$ cat config.mk
export PLATFORM = sky130hd
export DESIGN_NAME = battery_power_monitor
export DESIGN_NICKNAME = d
export VERILOG_FILES = /design/src/rtl/core/bpm_pkg.sv /design/src/rtl/core/bpm_alu.sv /design/src/rtl/core/bpm_regs.sv /design/src/rtl/core/bpm_ctrl.sv /design/src/rtl/core/battery_power_monitor.sv
export SDC_FILE = /design/constraint.sdc
export NUM_CORES = 2
export LEC_CHECK = 0
export BUFFER_PORTS_ARGS = -buffer_cell sky130_fd_sc_hd__buf_2
export CAP_MARGIN = 10
export CORE_UTILIZATION = 45
export CTS_CLUSTER_SIZE = 24
export DETAILED_ROUTE_END_ITERATION = 8
export HOLD_SLACK_MARGIN = 0.03
export MAX_ROUTING_LAYER = met4
export PLACE_DENSITY = 0.72
export SLEW_MARGIN = 20
export SYNTH_ARGS = -nofsm -noshare
export SYNTH_HDL_FRONTEND = slang
export SYNTH_SLANG_ARGS = --single-unit
$ cat constraint.sdc
create_clock -name aclk -period 15.1 [get_ports aclk]
set_input_delay 1.51 -clock aclk [delete_from_list [all_inputs] [get_ports aclk]]
set_output_delay 1.51 -clock aclk [all_outputs]
set_load 0.01 [all_outputs]
$ cat src/rtl/core/bpm_pkg.sv
// bpm_pkg: shared types, constants and lookup functions of the battery power monitor
// used by bpm_alu, bpm_regs, bpm_ctrl and battery_power_monitor; no dependencies
package bpm_pkg;

    localparam int MV_W     = 13;
    localparam int ADC_W    = 12;
    localparam int FRAC_W   = 8;
    localparam int FV_W     = MV_W + FRAC_W;
    localparam int W_W      = 9;
    localparam int PCT_W    = 7;
    localparam int PWR_W    = 3;
    localparam int LOW_W    = 4;
    localparam int DEB_W    = 2;
    localparam int ALU_W    = 24;
    localparam int PROD_W   = 2 * ALU_W;
    localparam int MAGIC_W  = 14;
    localparam int X_W      = 10;
    localparam int Q_W      = 6;
    localparam int RECIP_SH = 16;
    localparam int S_DATA_W = 16;
    localparam int M_DATA_W = 32;
    localparam int APB_AW   = 5;
    localparam int APB_DW   = 32;
    localparam int IDX_W    = 3;

    localparam int LOW_LIMIT_DEF      = 10;
    localparam int DEBOUNCE_LIMIT_DEF = 3;

    localparam logic [MV_W-1:0]    MV_MAX      = 13'd8191;
    localparam logic [MV_W:0]      RAW_OFS     = 14'd65;
    localparam logic [W_W-1:0]     W_FULL      = 9'd256;
    localparam logic [PCT_W-1:0]   PCT_CHRG    = 7'd101;
    localparam logic [PCT_W-1:0]   PCT_USB     = 7'd102;
    localparam logic [PCT_W-1:0]   PCT_FULL    = 7'd100;
    localparam logic [PCT_W-1:0]   PCT_EMPTY   = 7'd0;

    localparam logic [MV_W-1:0] RST_STEP_THR = 13'd100;
    localparam logic [W_W-1:0]  RST_SMOOTH   = 9'd26;
    localparam logic [MV_W-1:0] RST_USB_MV   = 13'd4180;
    localparam logic [MV_W-1:0] RST_MIN_MV   = 13'd3300;
    localparam logic [MV_W-1:0] RST_CHG_THR  = 13'd20;

    typedef enum logic [IDX_W-1:0] {
        REG_STEP_THR = 3'd0,
        REG_SMOOTH   = 3'd1,
        REG_USB_MV   = 3'd2,
        REG_MIN_MV   = 3'd3,
        REG_CHG_THR  = 3'd4
    } reg_idx_t;

    typedef struct packed {
        logic [MV_W-1:0] step_thr;
        logic [W_W-1:0]  smooth;
        logic [MV_W-1:0] usb_mv;
        logic [MV_W-1:0] min_mv;
        logic [MV_W-1:0] chg_thr;
    } cfg_t;

    typedef enum logic [1:0] {
        ALU_ADD = 2'd0,
        ALU_SUB = 2'd1,
        ALU_MUL = 2'd2
    } alu_op_t;

    typedef struct packed {
        alu_op_t          op;
        logic [ALU_W-1:0] a;
        logic [ALU_W-1:0] b;
    } alu_req_t;

    typedef enum logic [PWR_W-1:0] {
        PWR_INIT = 3'd0,
        PWR_USB  = 3'd1,
        PWR_CHRG = 3'd2,
        PWR_FULL = 3'd3,
        PWR_RUN  = 3'd4,
        PWR_LOW  = 3'd5
    } pwr_t;

    typedef enum logic [2:0] {
        SEG_NONE = 3'd0,
        SEG_3300 = 3'd1,
        SEG_3500 = 3'd2,
        SEG_3650 = 3'd3,
        SEG_3800 = 3'd4,
        SEG_TOP  = 3'd5
    } seg_t;

    typedef enum logic [3:0] {
        ST_IDLE   = 4'd0,
        ST_DIFF   = 4'd1,
        ST_STEP   = 4'd2,
        ST_MUL    = 4'd3,
        ST_FADD   = 4'd4,
        ST_FWR    = 4'd5,
        ST_USBCMP = 4'd6,
        ST_MINCMP = 4'd7,
        ST_PSTATE = 4'd8,
        ST_CHG1   = 4'd9,
        ST_CHG2   = 4'd10,
        ST_PMUL   = 4'd11,
        ST_PFIN   = 4'd12,
        ST_REPORT = 4'd13,
        ST_DONE   = 4'd14
    } ctl_state_t;

    // millivolts to Q13.8 on the alu operand width
    function automatic logic [ALU_W-1:0] to_q8(input logic [MV_W-1:0] mv);
        return {{(ALU_W-FV_W){1'b0}}, mv, {FRAC_W{1'b0}}};
    endfunction

    function automatic seg_t seg_of(input logic [MV_W-1:0] mv);
        seg_t s;
        if (mv >= 13'd4000)      s = SEG_TOP;
        else if (mv >= 13'd3800) s = SEG_3800;
        else if (mv >= 13'd3650) s = SEG_3650;
        else if (mv >= 13'd3500) s = SEG_3500;
        else if (mv >= 13'd3300) s = SEG_3300;
        else                     s = SEG_NONE;
        return s;
    endfunction

    function automatic logic [MV_W-1:0] seg_base(input seg_t s);
        logic [MV_W-1:0] b;
        unique case (s)
            SEG_3300: b = 13'd3300;
            SEG_3500: b = 13'd3500;
            SEG_3650: b = 13'd3650;
            SEG_3800: b = 13'd3800;
            default:  b = 13'd0;
        endcase
        return b;
    endfunction

    // ceil(2^16 / d), exact for the slope divisors 20, 5, 15 and 10 below 1024
    function automatic logic [MAGIC_W-1:0] seg_magic(input seg_t s);
        logic [MAGIC_W-1:0] m;
        unique case (s)
            SEG_3300: m = 14'd3277;
            SEG_3500: m = 14'd13108;
            SEG_3650: m = 14'd4370;
            SEG_3800: m = 14'd6554;
            default:  m = 14'd0;
        endcase
        return m;
    endfunction

    function automatic logic [PCT_W-1:0] seg_offset(input seg_t s);
        logic [PCT_W-1:0] o;
        unique case (s)
            SEG_3500: o = 7'd10;
            SEG_3650: o = 7'd40;
            SEG_3800: o = 7'd80;
            default:  o = 7'd0;
        endcase
        return o;
    endfunction

endpackage

$ cat src/rtl/core/bpm_alu.sv
// bpm_alu: shared add, subtract and multiply unit with a registered result
// depends on bpm_pkg
module bpm_alu (
    input  logic                                aclk,
    input  bpm_pkg::alu_req_t                   req,
    output logic signed [bpm_pkg::PROD_W-1:0]   y
);

    logic signed [bpm_pkg::ALU_W-1:0]  a_s;
    logic signed [bpm_pkg::ALU_W-1:0]  b_s;
    logic signed [bpm_pkg::PROD_W-1:0] y_next;
    logic signed [bpm_pkg::PROD_W-1:0] y_reg;

    assign a_s = req.a;
    assign b_s = req.b;

    always_comb begin
        unique case (req.op)
            bpm_pkg::ALU_ADD: y_next = bpm_pkg::PROD_W'(a_s) + bpm_pkg::PROD_W'(b_s);
            bpm_pkg::ALU_SUB: y_next = bpm_pkg::PROD_W'(a_s) - bpm_pkg::PROD_W'(b_s);
            bpm_pkg::ALU_MUL: y_next = a_s * b_s;
            default:          y_next = '0;
        endcase
    end

    always_ff @(posedge aclk) begin
        y_reg <= y_next;
    end

    assign y = y_reg;

endmodule

$ cat src/rtl/core/bpm_regs.sv
// bpm_regs: apb configuration registers of the battery power monitor
// depends on bpm_pkg
module bpm_regs (
    input  logic                          aclk,
    input  logic                          aresetn,
    input  logic                          psel,
    input  logic                          penable,
    input  logic                          pwrite,
    input  logic [bpm_pkg::APB_AW-1:0]    paddr,
    input  logic [bpm_pkg::APB_DW-1:0]    pwdata,
    output logic [bpm_pkg::APB_DW-1:0]    prdata,
    output logic                          pready,
    output bpm_pkg::cfg_t                 cfg
);

    bpm_pkg::cfg_t     cfg_reg;
    bpm_pkg::cfg_t     cfg_next;
    bpm_pkg::reg_idx_t idx;
    logic              wr_en;

    assign pready = 1'b1;
    assign wr_en  = psel & penable & pwrite & pready;
    assign idx    = bpm_pkg::reg_idx_t'(paddr[bpm_pkg::APB_AW-1:2]);

    always_comb begin
        cfg_next = cfg_reg;
        if (wr_en) begin
            unique case (idx)
                bpm_pkg::REG_STEP_THR: cfg_next.step_thr = pwdata[bpm_pkg::MV_W-1:0];
                bpm_pkg::REG_SMOOTH:   cfg_next.smooth   = pwdata[bpm_pkg::W_W-1:0];
                bpm_pkg::REG_USB_MV:   cfg_next.usb_mv   = pwdata[bpm_pkg::MV_W-1:0];
                bpm_pkg::REG_MIN_MV:   cfg_next.min_mv   = pwdata[bpm_pkg::MV_W-1:0];
                bpm_pkg::REG_CHG_THR:  cfg_next.chg_thr  = pwdata[bpm_pkg::MV_W-1:0];
                default: ;
            endcase
        end
    end

    always_comb begin
        unique case (idx)
            bpm_pkg::REG_STEP_THR: prdata = bpm_pkg::APB_DW'(cfg_reg.step_thr);
            bpm_pkg::REG_SMOOTH:   prdata = bpm_pkg::APB_DW'(cfg_reg.smooth);
            bpm_pkg::REG_USB_MV:   prdata = bpm_pkg::APB_DW'(cfg_reg.usb_mv);
            bpm_pkg::REG_MIN_MV:   prdata = bpm_pkg::APB_DW'(cfg_reg.min_mv);
            bpm_pkg::REG_CHG_THR:  prdata = bpm_pkg::APB_DW'(cfg_reg.chg_thr);
            default:               prdata = '0;
        endcase
    end

    always_ff @(posedge aclk) begin
        if (!aresetn) begin
            cfg_reg.step_thr <= bpm_pkg::RST_STEP_THR;
            cfg_reg.smooth   <= bpm_pkg::RST_SMOOTH;
            cfg_reg.usb_mv   <= bpm_pkg::RST_USB_MV;
            cfg_reg.min_mv   <= bpm_pkg::RST_MIN_MV;
            cfg_reg.chg_thr  <= bpm_pkg::RST_CHG_THR;
        end else begin
            cfg_reg <= cfg_next;
        end
    end

    assign cfg = cfg_reg;

endmodule

$ cat src/rtl/core/bpm_ctrl.sv
// bpm_ctrl: sequencer, filter and power state, percent lookup and result buffer
// depends on bpm_pkg; drives the shared bpm_alu through an alu_req_t
module bpm_ctrl #(
    parameter int LOW_LIMIT      = bpm_pkg::LOW_LIMIT_DEF,
    parameter int DEBOUNCE_LIMIT = bpm_pkg::DEBOUNCE_LIMIT_DEF
) (
    input  logic                                aclk,
    input  logic                                aresetn,
    input  bpm_pkg::cfg_t                       cfg,
    input  logic                                s_tvalid,
    output logic                                s_tready,
    input  logic [bpm_pkg::S_DATA_W-1:0]        s_tdata,
    input  logic                                s_tuser,
    output logic                                m_tvalid,
    input  logic                                m_tready,
    output logic [bpm_pkg::M_DATA_W-1:0]        m_tdata,
    output bpm_pkg::alu_req_t                   alu_req,
    input  logic signed [bpm_pkg::PROD_W-1:0]   alu_y
);

    localparam int FV_W  = bpm_pkg::FV_W;
    localparam int MV_W  = bpm_pkg::MV_W;
    localparam int ALU_W = bpm_pkg::ALU_W;

    bpm_pkg::ctl_state_t state_reg, state_next;
    bpm_pkg::pwr_t       pwr_reg, pwr_next, prev_reg, prev_next, pwr_new;
    bpm_pkg::seg_t       seg_reg, seg_next;

    logic [FV_W-1:0]              fv_reg, fv_next, rq_reg, rq_next;
    logic signed [FV_W:0]         d_reg, d_next;
    logic                         primed_reg, primed_next;
    logic                         pin_reg, pin_next;
    logic [bpm_pkg::LOW_W-1:0]    low_reg, low_next;
    logic [bpm_pkg::DEB_W-1:0]    deb_reg, deb_next;
    logic                         sflag_reg, sflag_next, vflag_reg, vflag_next;
    logic [MV_W-1:0]              last_reg, last_next;
    logic                         usb_gt_reg, usb_gt_next;
    logic [bpm_pkg::PCT_W-1:0]    pct_reg, pct_next;
    logic                         usb_out_reg, usb_out_next;
    logic                         sleep_out_reg, sleep_out_next;
    logic                         chg_out_reg, chg_out_next;
    logic                         m_valid_reg, m_valid_next;
    logic [bpm_pkg::M_DATA_W-1:0] m_data_reg, m_data_next;

    logic                         y_neg;
    logic signed [ALU_W-1:0]      y_lo;
    logic [ALU_W-1:0]             y_abs;
    logic [MV_W-1:0]              mag;
    logic [bpm_pkg::W_W-1:0]      weight;
    logic [MV_W:0]                raw_sum;
    logic [MV_W-1:0]              raw_mv;
    logic [bpm_pkg::X_W-1:0]      pct_x;
    logic [bpm_pkg::Q_W-1:0]      pct_q;
    logic                         usb_now;
    logic                         ch;

    assign y_neg   = alu_y[bpm_pkg::PROD_W-1];
    assign y_lo    = alu_y[ALU_W-1:0];
    assign y_abs   = y_neg ? ALU_W'(-y_lo) : ALU_W'(y_lo);
    assign mag     = fv_reg[FV_W-1:bpm_pkg::FRAC_W];
    assign weight  = (cfg.smooth > bpm_pkg::W_FULL) ? bpm_pkg::W_FULL : cfg.smooth;
    assign raw_sum = {1'b0, s_tdata[bpm_pkg::ADC_W-1:0], 1'b0} + bpm_pkg::RAW_OFS;
    assign raw_mv  = (raw_sum > {1'b0, bpm_pkg::MV_MAX}) ? bpm_pkg::MV_MAX
                                                         : raw_sum[MV_W-1:0];
    assign pct_x   = (seg_reg == bpm_pkg::SEG_3650) ? alu_y[15:6] : alu_y[17:8];
    assign pct_q   = alu_y[bpm_pkg::RECIP_SH +: bpm_pkg::Q_W];
    assign usb_now = usb_gt_reg | pin_reg;
    assign ch      = sflag_reg | vflag_reg;

    always_comb begin
        state_next     = state_reg;
        pwr_next       = pwr_reg;
        prev_next      = prev_reg;
        pwr_new        = pwr_reg;
        seg_next       = seg_reg;
        fv_next        = fv_reg;
        rq_next        = rq_reg;
        d_next         = d_reg;
        primed_next    = primed_reg;
        pin_next       = pin_reg;
        low_next       = low_reg;
        deb_next       = deb_reg;
        sflag_next     = sflag_reg;
        vflag_next     = vflag_reg;
        last_next      = last_reg;
        usb_gt_next    = usb_gt_reg;
        pct_next       = pct_reg;
        usb_out_next   = usb_out_reg;
        sleep_out_next = sleep_out_reg;
        chg_out_next   = chg_out_reg;
        m_data_next    = m_data_reg;
        m_valid_next   = m_valid_reg & ~m_tready;
        alu_req.op     = bpm_pkg::ALU_SUB;
        alu_req.a      = '0;
        alu_req.b      = '0;

        unique case (state_reg)
            bpm_pkg::ST_IDLE: begin
                if (s_tvalid) begin
                    rq_next  = {raw_mv, {bpm_pkg::FRAC_W{1'b0}}};
                    pin_next = s_tdata[bpm_pkg::ADC_W];
                    state_next = s_tuser ? bpm_pkg::ST_REPORT : bpm_pkg::ST_DIFF;
                end
            end
            bpm_pkg::ST_DIFF: begin
                alu_req.a  = ALU_W'(rq_reg);
                alu_req.b  = ALU_W'(fv_reg);
                state_next = bpm_pkg::ST_STEP;
            end
            bpm_pkg::ST_STEP: begin
                d_next     = alu_y[FV_W:0];
                alu_req.a  = bpm_pkg::to_q8(cfg.step_thr);
                alu_req.b  = y_abs;
                state_next = bpm_pkg::ST_MUL;
            end
            bpm_pkg::ST_MUL: begin
                if (!primed_reg || y_neg) begin
                    fv_next     = rq_reg;
                    primed_next = 1'b1;
                    state_next  = bpm_pkg::ST_USBCMP;
                end else begin
                    alu_req.op = bpm_pkg::ALU_MUL;
                    alu_req.a  = ALU_W'(weight);
                    alu_req.b  = ALU_W'(d_reg);
                    state_next = bpm_pkg::ST_FADD;
                end
            end
            bpm_pkg::ST_FADD: begin
                // floor shift of the weighted step keeps the truncating average
                alu_req.op = bpm_pkg::ALU_ADD;
                alu_req.a  = ALU_W'(fv_reg);
                alu_req.b  = alu_y[bpm_pkg::FRAC_W +: ALU_W];
                state_next = bpm_pkg::ST_FWR;
            end
            bpm_pkg::ST_FWR: begin
                fv_next     = alu_y[FV_W-1:0];
                primed_next = 1'b1;
                state_next  = bpm_pkg::ST_USBCMP;
            end
            bpm_pkg::ST_USBCMP: begin
                alu_req.a  = bpm_pkg::to_q8(cfg.usb_mv);
                alu_req.b  = ALU_W'(fv_reg);
                state_next = bpm_pkg::ST_MINCMP;
            end
            bpm_pkg::ST_MINCMP: begin
                usb_gt_next = y_neg;
                alu_req.a   = ALU_W'(fv_reg);
                alu_req.b   = bpm_pkg::to_q8(cfg.min_mv);
                state_next  = bpm_pkg::ST_PSTATE;
            end
            bpm_pkg::ST_PSTATE: begin
                sleep_out_next = 1'b0;
                if (usb_now) begin
                    low_next = '0;
                    deb_next = '0;
                    if (pin_reg) begin
                        pwr_new = bpm_pkg::PWR_CHRG;
                    end else if (usb_gt_reg && (pwr_reg == bpm_pkg::PWR_CHRG ||
                                                pwr_reg == bpm_pkg::PWR_FULL)) begin
                        pwr_new = bpm_pkg::PWR_FULL;
                    end else if (pwr_reg == bpm_pkg::PWR_INIT) begin
                        pwr_new = bpm_pkg::PWR_USB;
                    end
                end else if (pwr_reg == bpm_pkg::PWR_FULL ||
                             pwr_reg == bpm_pkg::PWR_INIT) begin
                    pwr_new  = bpm_pkg::PWR_RUN;
                    low_next = '0;
                    deb_next = '0;
                end else if (y_neg) begin
                    pwr_new = bpm_pkg::PWR_LOW;
                    if (low_reg < bpm_pkg::LOW_W'(LOW_LIMIT)) begin
                        low_next = low_reg + 1'b1;
                    end else begin
                        deb_next       = '0;
                        sleep_out_next = 1'b1;
                    end
                end else begin
                    low_next = '0;
                    if (deb_reg < bpm_pkg::DEB_W'(DEBOUNCE_LIMIT)) begin
                        deb_next = deb_reg + 1'b1;
                    end else begin
                        pwr_new = bpm_pkg::PWR_RUN;
                    end
                end
                pwr_next = pwr_new;
                if (pwr_new != prev_reg) begin
                    sflag_next = 1'b1;
                    prev_next  = pwr_new;
                end
                usb_out_next = usb_now;
                chg_out_next = 1'b0;
                alu_req.a    = ALU_W'(mag);
                alu_req.b    = ALU_W'(last_reg);
                state_next   = bpm_pkg::ST_CHG1;
            end
            bpm_pkg::ST_CHG1: begin
                alu_req.a  = y_abs;
                alu_req.b  = ALU_W'(cfg.chg_thr);
                state_next = bpm_pkg::ST_CHG2;
            end
            bpm_pkg::ST_CHG2: begin
                if (!y_neg) begin
                    vflag_next = 1'b1;
                end
                seg_next   = bpm_pkg::seg_of(mag);
                alu_req.a  = ALU_W'(fv_reg);
                alu_req.b  = bpm_pkg::to_q8(bpm_pkg::seg_base(bpm_pkg::seg_of(mag)));
                state_next = bpm_pkg::ST_PMUL;
            end
            bpm_pkg::ST_PMUL: begin
                alu_req.op = bpm_pkg::ALU_MUL;
                alu_req.a  = ALU_W'(pct_x);
                alu_req.b  = ALU_W'(bpm_pkg::seg_magic(seg_reg));
                state_next = bpm_pkg::ST_PFIN;
            end
            bpm_pkg::ST_PFIN: begin
                if (pwr_reg == bpm_pkg::PWR_CHRG) begin
                    pct_next = bpm_pkg::PCT_CHRG;
                end else if (pwr_reg == bpm_pkg::PWR_USB) begin
                    pct_next = bpm_pkg::PCT_USB;
                end else if (pwr_reg == bpm_pkg::PWR_FULL || seg_reg == bpm_pkg::SEG_TOP) begin
                    pct_next = bpm_pkg::PCT_FULL;
                end else if (seg_reg == bpm_pkg::SEG_NONE) begin
                    pct_next = bpm_pkg::PCT_EMPTY;
                end else begin
                    pct_next = bpm_pkg::seg_offset(seg_reg) + bpm_pkg::PCT_W'(pct_q);
                end
                state_next = bpm_pkg::ST_DONE;
            end
            bpm_pkg::ST_REPORT: begin
                if (ch) begin
                    last_next = mag;
                end
                sflag_next     = 1'b0;
                vflag_next     = 1'b0;
                chg_out_next   = ch;
                usb_out_next   = 1'b0;
                sleep_out_next = 1'b0;
                state_next     = bpm_pkg::ST_DONE;
            end
            bpm_pkg::ST_DONE: begin
                if (!m_valid_reg || m_tready) begin
                    m_data_next  = {6'b0, chg_out_reg, sleep_out_reg, usb_out_reg,
                                    pct_reg, pwr_reg, mag};
                    m_valid_next = 1'b1;
                    state_next   = bpm_pkg::ST_IDLE;
                end
            end
            default: state_next = bpm_pkg::ST_IDLE;
        endcase
    end

    always_ff @(posedge aclk) begin
        if (!aresetn) begin
            state_reg   <= bpm_pkg::ST_IDLE;
            pwr_reg     <= bpm_pkg::PWR_INIT;
            prev_reg    <= bpm_pkg::PWR_INIT;
            fv_reg      <= '0;
            primed_reg  <= 1'b0;
            low_reg     <= '0;
            deb_reg     <= '0;
            sflag_reg   <= 1'b0;
            vflag_reg   <= 1'b0;
            last_reg    <= '0;
            pct_reg     <= bpm_pkg::PCT_EMPTY;
            m_valid_reg <= 1'b0;
        end else begin
            state_reg   <= state_next;
            pwr_reg     <= pwr_next;
            prev_reg    <= prev_next;
            fv_reg      <= fv_next;
            primed_reg  <= primed_next;
            low_reg     <= low_next;
            deb_reg     <= deb_next;
            sflag_reg   <= sflag_next;
            vflag_reg   <= vflag_next;
            last_reg    <= last_next;
            pct_reg     <= pct_next;
            m_valid_reg <= m_valid_next;
        end
    end

    always_ff @(posedge aclk) begin
        rq_reg        <= rq_next;
        d_reg         <= d_next;
        pin_reg       <= pin_next;
        usb_gt_reg    <= usb_gt_next;
        seg_reg       <= seg_next;
        usb_out_reg   <= usb_out_next;
        sleep_out_reg <= sleep_out_next;
        chg_out_reg   <= chg_out_next;
        m_data_reg    <= m_data_next;
    end

    assign s_tready = (state_reg == bpm_pkg::ST_IDLE);
    assign m_tvalid = m_valid_reg;
    assign m_tdata  = m_data_reg;

    a_primed_after_filter: assert property (@(posedge aclk) disable iff (!aresetn)
        (state_reg == bpm_pkg::ST_PFIN) |-> primed_reg)
        else $error("filter not primed after a sample");

    a_low_count_bound: assert property (@(posedge aclk) disable iff (!aresetn)
        (low_reg <= bpm_pkg::LOW_W'(LOW_LIMIT)) &&
        (deb_reg <= bpm_pkg::DEB_W'(DEBOUNCE_LIMIT)))
        else $error("low or debounce counter past its limit");

    a_report_clears: assert property (@(posedge aclk) disable iff (!aresetn)
        (state_reg == bpm_pkg::ST_REPORT) |=> (!sflag_reg && !vflag_reg))
        else $error("report item left a change flag set");

    a_prev_tracks: assert property (@(posedge aclk) disable iff (!aresetn)
        (state_reg == bpm_pkg::ST_IDLE) |-> (prev_reg == pwr_reg))
        else $error("previous state out of step with power state");

    a_sleep_low: assert property (@(posedge aclk) disable iff (!aresetn)
        (state_reg == bpm_pkg::ST_DONE && sleep_out_reg) |-> (pwr_reg == bpm_pkg::PWR_LOW))
        else $error("sleep request outside battery low state");

endmodule

$ cat src/rtl/core/battery_power_monitor.sv
// battery_power_monitor: top level, apb registers, sequencer and shared alu
// depends on bpm_pkg, bpm_regs, bpm_alu and bpm_ctrl
//
// s_ channel carries one item per request: s_tuser 0 is a sample (adc reading
// and charge pin), 1 is a report that returns and clears the change flag.
// m_ channel returns exactly one result item per accepted item.
// configuration goes through the apb port, only while the block is idle: a rule
// for the user, which the block itself does not enforce. a sample walks the
// steps of one shared add/subtract/multiply unit, one operation per cycle:
// m_tvalid rises once ST_DONE has registered the result; a direct load of the
// filter with the new reading skips the ST_FADD and ST_FWR steps.
// a report goes through ST_REPORT and ST_DONE. one item is worked on at a
// time; s_tready is high only while idle, so a new item is taken only after
// the last one has left ST_DONE.
// the result sits in an output register, so the next item is accepted while
// a finished result waits; a stalled m_tready holds that result and stops the
// block only when a second result is ready to leave.
// reset (aresetn low, synchronous) clears the filter, power state, counters,
// change flags and registers to their default values and drops m_tvalid.
module battery_power_monitor #(
    parameter int LOW_LIMIT      = bpm_pkg::LOW_LIMIT_DEF,
    parameter int DEBOUNCE_LIMIT = bpm_pkg::DEBOUNCE_LIMIT_DEF
) (
    input  logic                          aclk,
    input  logic                          aresetn,
    input  logic                          psel,
    input  logic                          penable,
    input  logic                          pwrite,
    input  logic [bpm_pkg::APB_AW-1:0]    paddr,
    input  logic [bpm_pkg::APB_DW-1:0]    pwdata,
    output logic [bpm_pkg::APB_DW-1:0]    prdata,
    output logic                          pready,
    input  logic                          s_tvalid,
    output logic                          s_tready,
    // adc_mv [11:0], charge_pin_low [12], zero [15:13]
    input  logic [bpm_pkg::S_DATA_W-1:0]  s_tdata,
    // func [0]
    input  logic                          s_tuser,
    output logic                          m_tvalid,
    input  logic                          m_tready,
    // filtered_mv [12:0], power_code [15:13], percent [22:16], usb_powered [23],
    // sleep_request [24], changed [25], zero [31:26]
    output logic [bpm_pkg::M_DATA_W-1:0]  m_tdata
);

    bpm_pkg::cfg_t                      cfg;
    bpm_pkg::alu_req_t                  alu_req;
    logic signed [bpm_pkg::PROD_W-1:0]  alu_y;

    bpm_regs u_regs (
        .aclk    (aclk),
        .aresetn (aresetn),
        .psel    (psel),
        .penable (penable),
        .pwrite  (pwrite),
        .paddr   (paddr),
        .pwdata  (pwdata),
        .prdata  (prdata),
        .pready  (pready),
        .cfg     (cfg)
    );

    bpm_alu u_alu (
        .aclk (aclk),
        .req  (alu_req),
        .y    (alu_y)
    );

    bpm_ctrl #(
        .LOW_LIMIT      (LOW_LIMIT),
        .DEBOUNCE_LIMIT (DEBOUNCE_LIMIT)
    ) u_ctrl (
        .aclk     (aclk),
        .aresetn  (aresetn),
        .cfg      (cfg),
        .s_tvalid (s_tvalid),
        .s_tready (s_tready),
        .s_tdata  (s_tdata),
        .s_tuser  (s_tuser),
        .m_tvalid (m_tvalid),
        .m_tready (m_tready),
        .m_tdata  (m_tdata),
        .alu_req  (alu_req),
        .alu_y    (alu_y)
    );

endmodule

==> impl_metrics.csv <==
group,metric,value,unit
status,outcome,"complete, no violations",
cells_and_area,fin_util,48.4,%
logic_synthesis,yosysWarnings,0,
logic_synthesis,yosys.area_share.xor_xnor,2.19,%
logic_synthesis,synth_fa_ha_area_share,42.6,%
pwr,leakage,0.0167,uW
clock_network,cts_sinks,223,
logic_synthesis,yosysSeqAreaShare,15.1,%
pwr,intPower,3070,uW
logic_synthesis,yosysTopAreaCellShare,35.3,%
drt,wl,98800,um
logic_synthesis,muxShareOfSynthArea,1.66,%
pwr,total_power,6930,uW
global_route,first_global_vias,28500,
sta,setup_viol,0,
sta,tns,0,ns
cells_and_area,largest_register_ffs,61,
worst_hold_path,hp-class,"register to register",
clock_network,cts_hold_buf,0,
die,die_area,76700,um2
drt,drc,0,
logic_synthesis,synthCells,3941,
logic_synthesis,netlist_area,34000,um2
pwr,swShare,55.6,%
cells_and_area,area_growth,6.15,%
global_route,grt_pass1_wl,159000,um
critical_path,critPathCaptureType,"register",
flow_run,maxCapViolations,0,
critical_path,required,15.48,ns
sta,whs,0.421,ns
logic_synthesis,synthArstFlopShare,0,%
placement,place.gp.congestion,0.969,
sta,rsz0062_at_grt,"no",
logic_synthesis,synth.ff_latch_count,223,
pwr,pwr-share-clk,8.0,%
sta,relSlewSlack,20.8,%
pwr,vdd_ir_drop_max,0.000329,V
clock_network,ctsLongestPathBuffers,3,
clock_network,post-cts-setup-buffer-count,0,
sta,min_period,10.84,ns
sta,finClkSkew,0.0189,ns
die,start_util,45.6,%
logic_synthesis,synth_edf_count,68,
logic_synthesis,yosys-top-cells-count,"796 x inv_1, 637 x nand2_1, 599 x fa_1, 304 x nor2_1, 194 x ha_1",
sta,period_share,71.8,%
clock_network,root_buffer,"clkbuf_16",
die,die_y,277,um
placement,io_buffer_count,77,
global_route,gr-total-overflow,0,
pwr,p_per_area,192,nW/um2
pwr,power.switching,3850,uW
sta,max_freq,0.0923,GHz
clock_network,ctsResizeCount,0,
cells_and_area,nNetsFinal,4811,
clock_network,cts_tree,"built",
placement,pre_cts_ws,4.39,ns
logic_synthesis,syn-mean-instance-area,8.63,um2
logic_synthesis,netlist-cell-type-count,92,
critical_path,crit_type,"register to register",
die,num_rows,100,
logic_synthesis,synth_top_family_by_area,"adder cells",
drt,drtPass1Iterations,9,
drt,via_per_inst,5.60,
sta,finalWorstSetupSlack,4.26,ns
clock_network,numCtsBuffers,22,
die,ioPinCount,128,
logic_synthesis,synth-compound-area-share,11.5,%
die,core-area,74600,um2
logic_synthesis,synthSimpleGateAreaFrac,14.9,%
clock_network,clk_latency,0.52,ns
critical_path,start_kind,"register",
drt,drtIter0Drc,2761,
drt,detail_route.wl_per_cell,20.0,um
die,die_w,277,um
critical_path,cp_max_fo,21,
clock_network,htree_levels,1,
drt,detail-route-antenna-nets,0,
logic_synthesis,synth_most_common_cell,"inv_1",
global_route,antenna_found_initial,0,
critical_path,cp_slowest_cell,"inv_1",
drt,num_vias,27700,
placement,dp_hpwl,76400,um
cells_and_area,drive_above_1_share,6.62,%
critical_path,slowest_delay,0.87,ns
logic_synthesis,synthTopCellsByArea,"fa_1 35%, dfxtp_1 9.1%, inv_1 8.8%, ha_1 7.1%, nand2_1 7.0%",
critical_path,cp_data_arrival_time,11.22,ns
sta,hold_violations,0,
cells_and_area,fill_cells,7060,
cells_and_area,diodes,0,
pwr,power_frac_comb,78.4,%
global_route,grt_use_total,27.1,%
logic_synthesis,synth-main-ff-cell,"dfxtp_1",
sta,worst_pin_slew,1.19,ns
clock_network,clk_pin_slew_worst_paths,0.06,ns
global_route,grt_max_degree,79,
logic_synthesis,yosys.area.top_type,"fa_1",
sta,final-max-slew-violation-count,0,
pwr,sequentialPowerShare,13.6,%
-- worst max-delay path: cells and delay by family, from the launching register on --
family | cells | cell delay [ns]
flops | 1 | 0.79
fa+ha+maj | 8 | 4.28
buf+inv | 8 | 1.69
simple gates | 6 | 1.88
xor+xnor | 1 | 0.24
compound gates | 9 | 1.77
-- area by class of cell --
class | instances | area [um2] | area share [%]
clock buffer | 31 | 647 | 1.79
clock inverter | 8 | 62.6 | 0.173
inverter | 814 | 3060 | 8.47
multi-input combinational | 2755 | 25100 | 69.5
sequential | 223 | 5140 | 14.3
tap | 969 | 1210 | 3.36
timing repair buffer | 141 | 866 | 2.40
-- power by group through the flow --
stage / Combinational, uW / Clock [uW] / Sequential, uW
final: 5430 / 553 / 943
after global placement: 5290 / 0 / 940
after detailed placement: 5330 / 0 / 942
after floorplan: 3900 / 0 / 813
after CTS: 5400 / 555 / 930
after global routing: 6080 / 579 / 945
-- cells in the final DEF (no fill, tap or decap), drive strengths merged, types with 16 or more instances in the layout --
cell type	synthesis	final
fa	599	599
edfxtp	68	68
mux2i	45	45
ha	194	194
nor4	17	17
a222oi	19	19
o21bai	18	18
inv	807	807
nor2	305	305
o22ai	23	23
a221oi	20	20
a21o	25	25
a31oi	16	16
nand2b	21	21
a21oi	166	166
nor3	41	41
o21ai	82	82
dfxtp	155	155
nand3	58	58
buf	116	141
xnor2	55	55
conb	2	63
nand2	648	648
nor2b	24	24
a211oi	29	29
a22oi	52	52
xor2	30	30
clkbuf	94	31
o211ai	16	16
-- path summary, 6_finish.rpt --
kind	startpoint	end	slack (ns)	cells past startpoint
setup / recovery	u_ctrl.state_reg[3]	u_alu.y[47]	4.26	32
hold / removal	u_ctrl.sleep_out_reg	u_ctrl.m_tdata[24]	0.42	0
setup reg to reg	u_ctrl.state_reg[3]	u_alu.y[47]	4.26	32
hold reg to reg	u_ctrl.sleep_out_reg	u_ctrl.m_tdata[24]	0.42	0
-- kinds of logic (layout without fill, tap and decap cells) --
logic type / after synthesis / in the layout
and+or+nand+nor: 1184 / 1184
buffers and inverters: 1024 / 994
adders and majority gates: 799 / 799
AOI/OAI and AO/OA: 569 / 569
DFF: 223 / 223
xor gates and xnor gates: 85 / 85
muxes: 55 / 55
other: 2 / 63
-- per-stage QoR --
step | instances | area, um2
6_report | 4941 | 36100
5_1_grt | 4941 | 36100
4_1_cts | 4941 | 36100
3_5_place_dp | 4902 | 35400
3_3_place_gp | 4902 | 35400
2_1_floorplan | 4002 | 34200
-- routing by layer --
metal | wire, um | track usage (%)
met3 | 9520 | 4.81
met5 | 0 | -
met4 | 4170 | 9.39
met1 | 38800 | 34.8
met2 | 46300 | 43.1
Note: power is estimated with default switching activity, not from simulation.
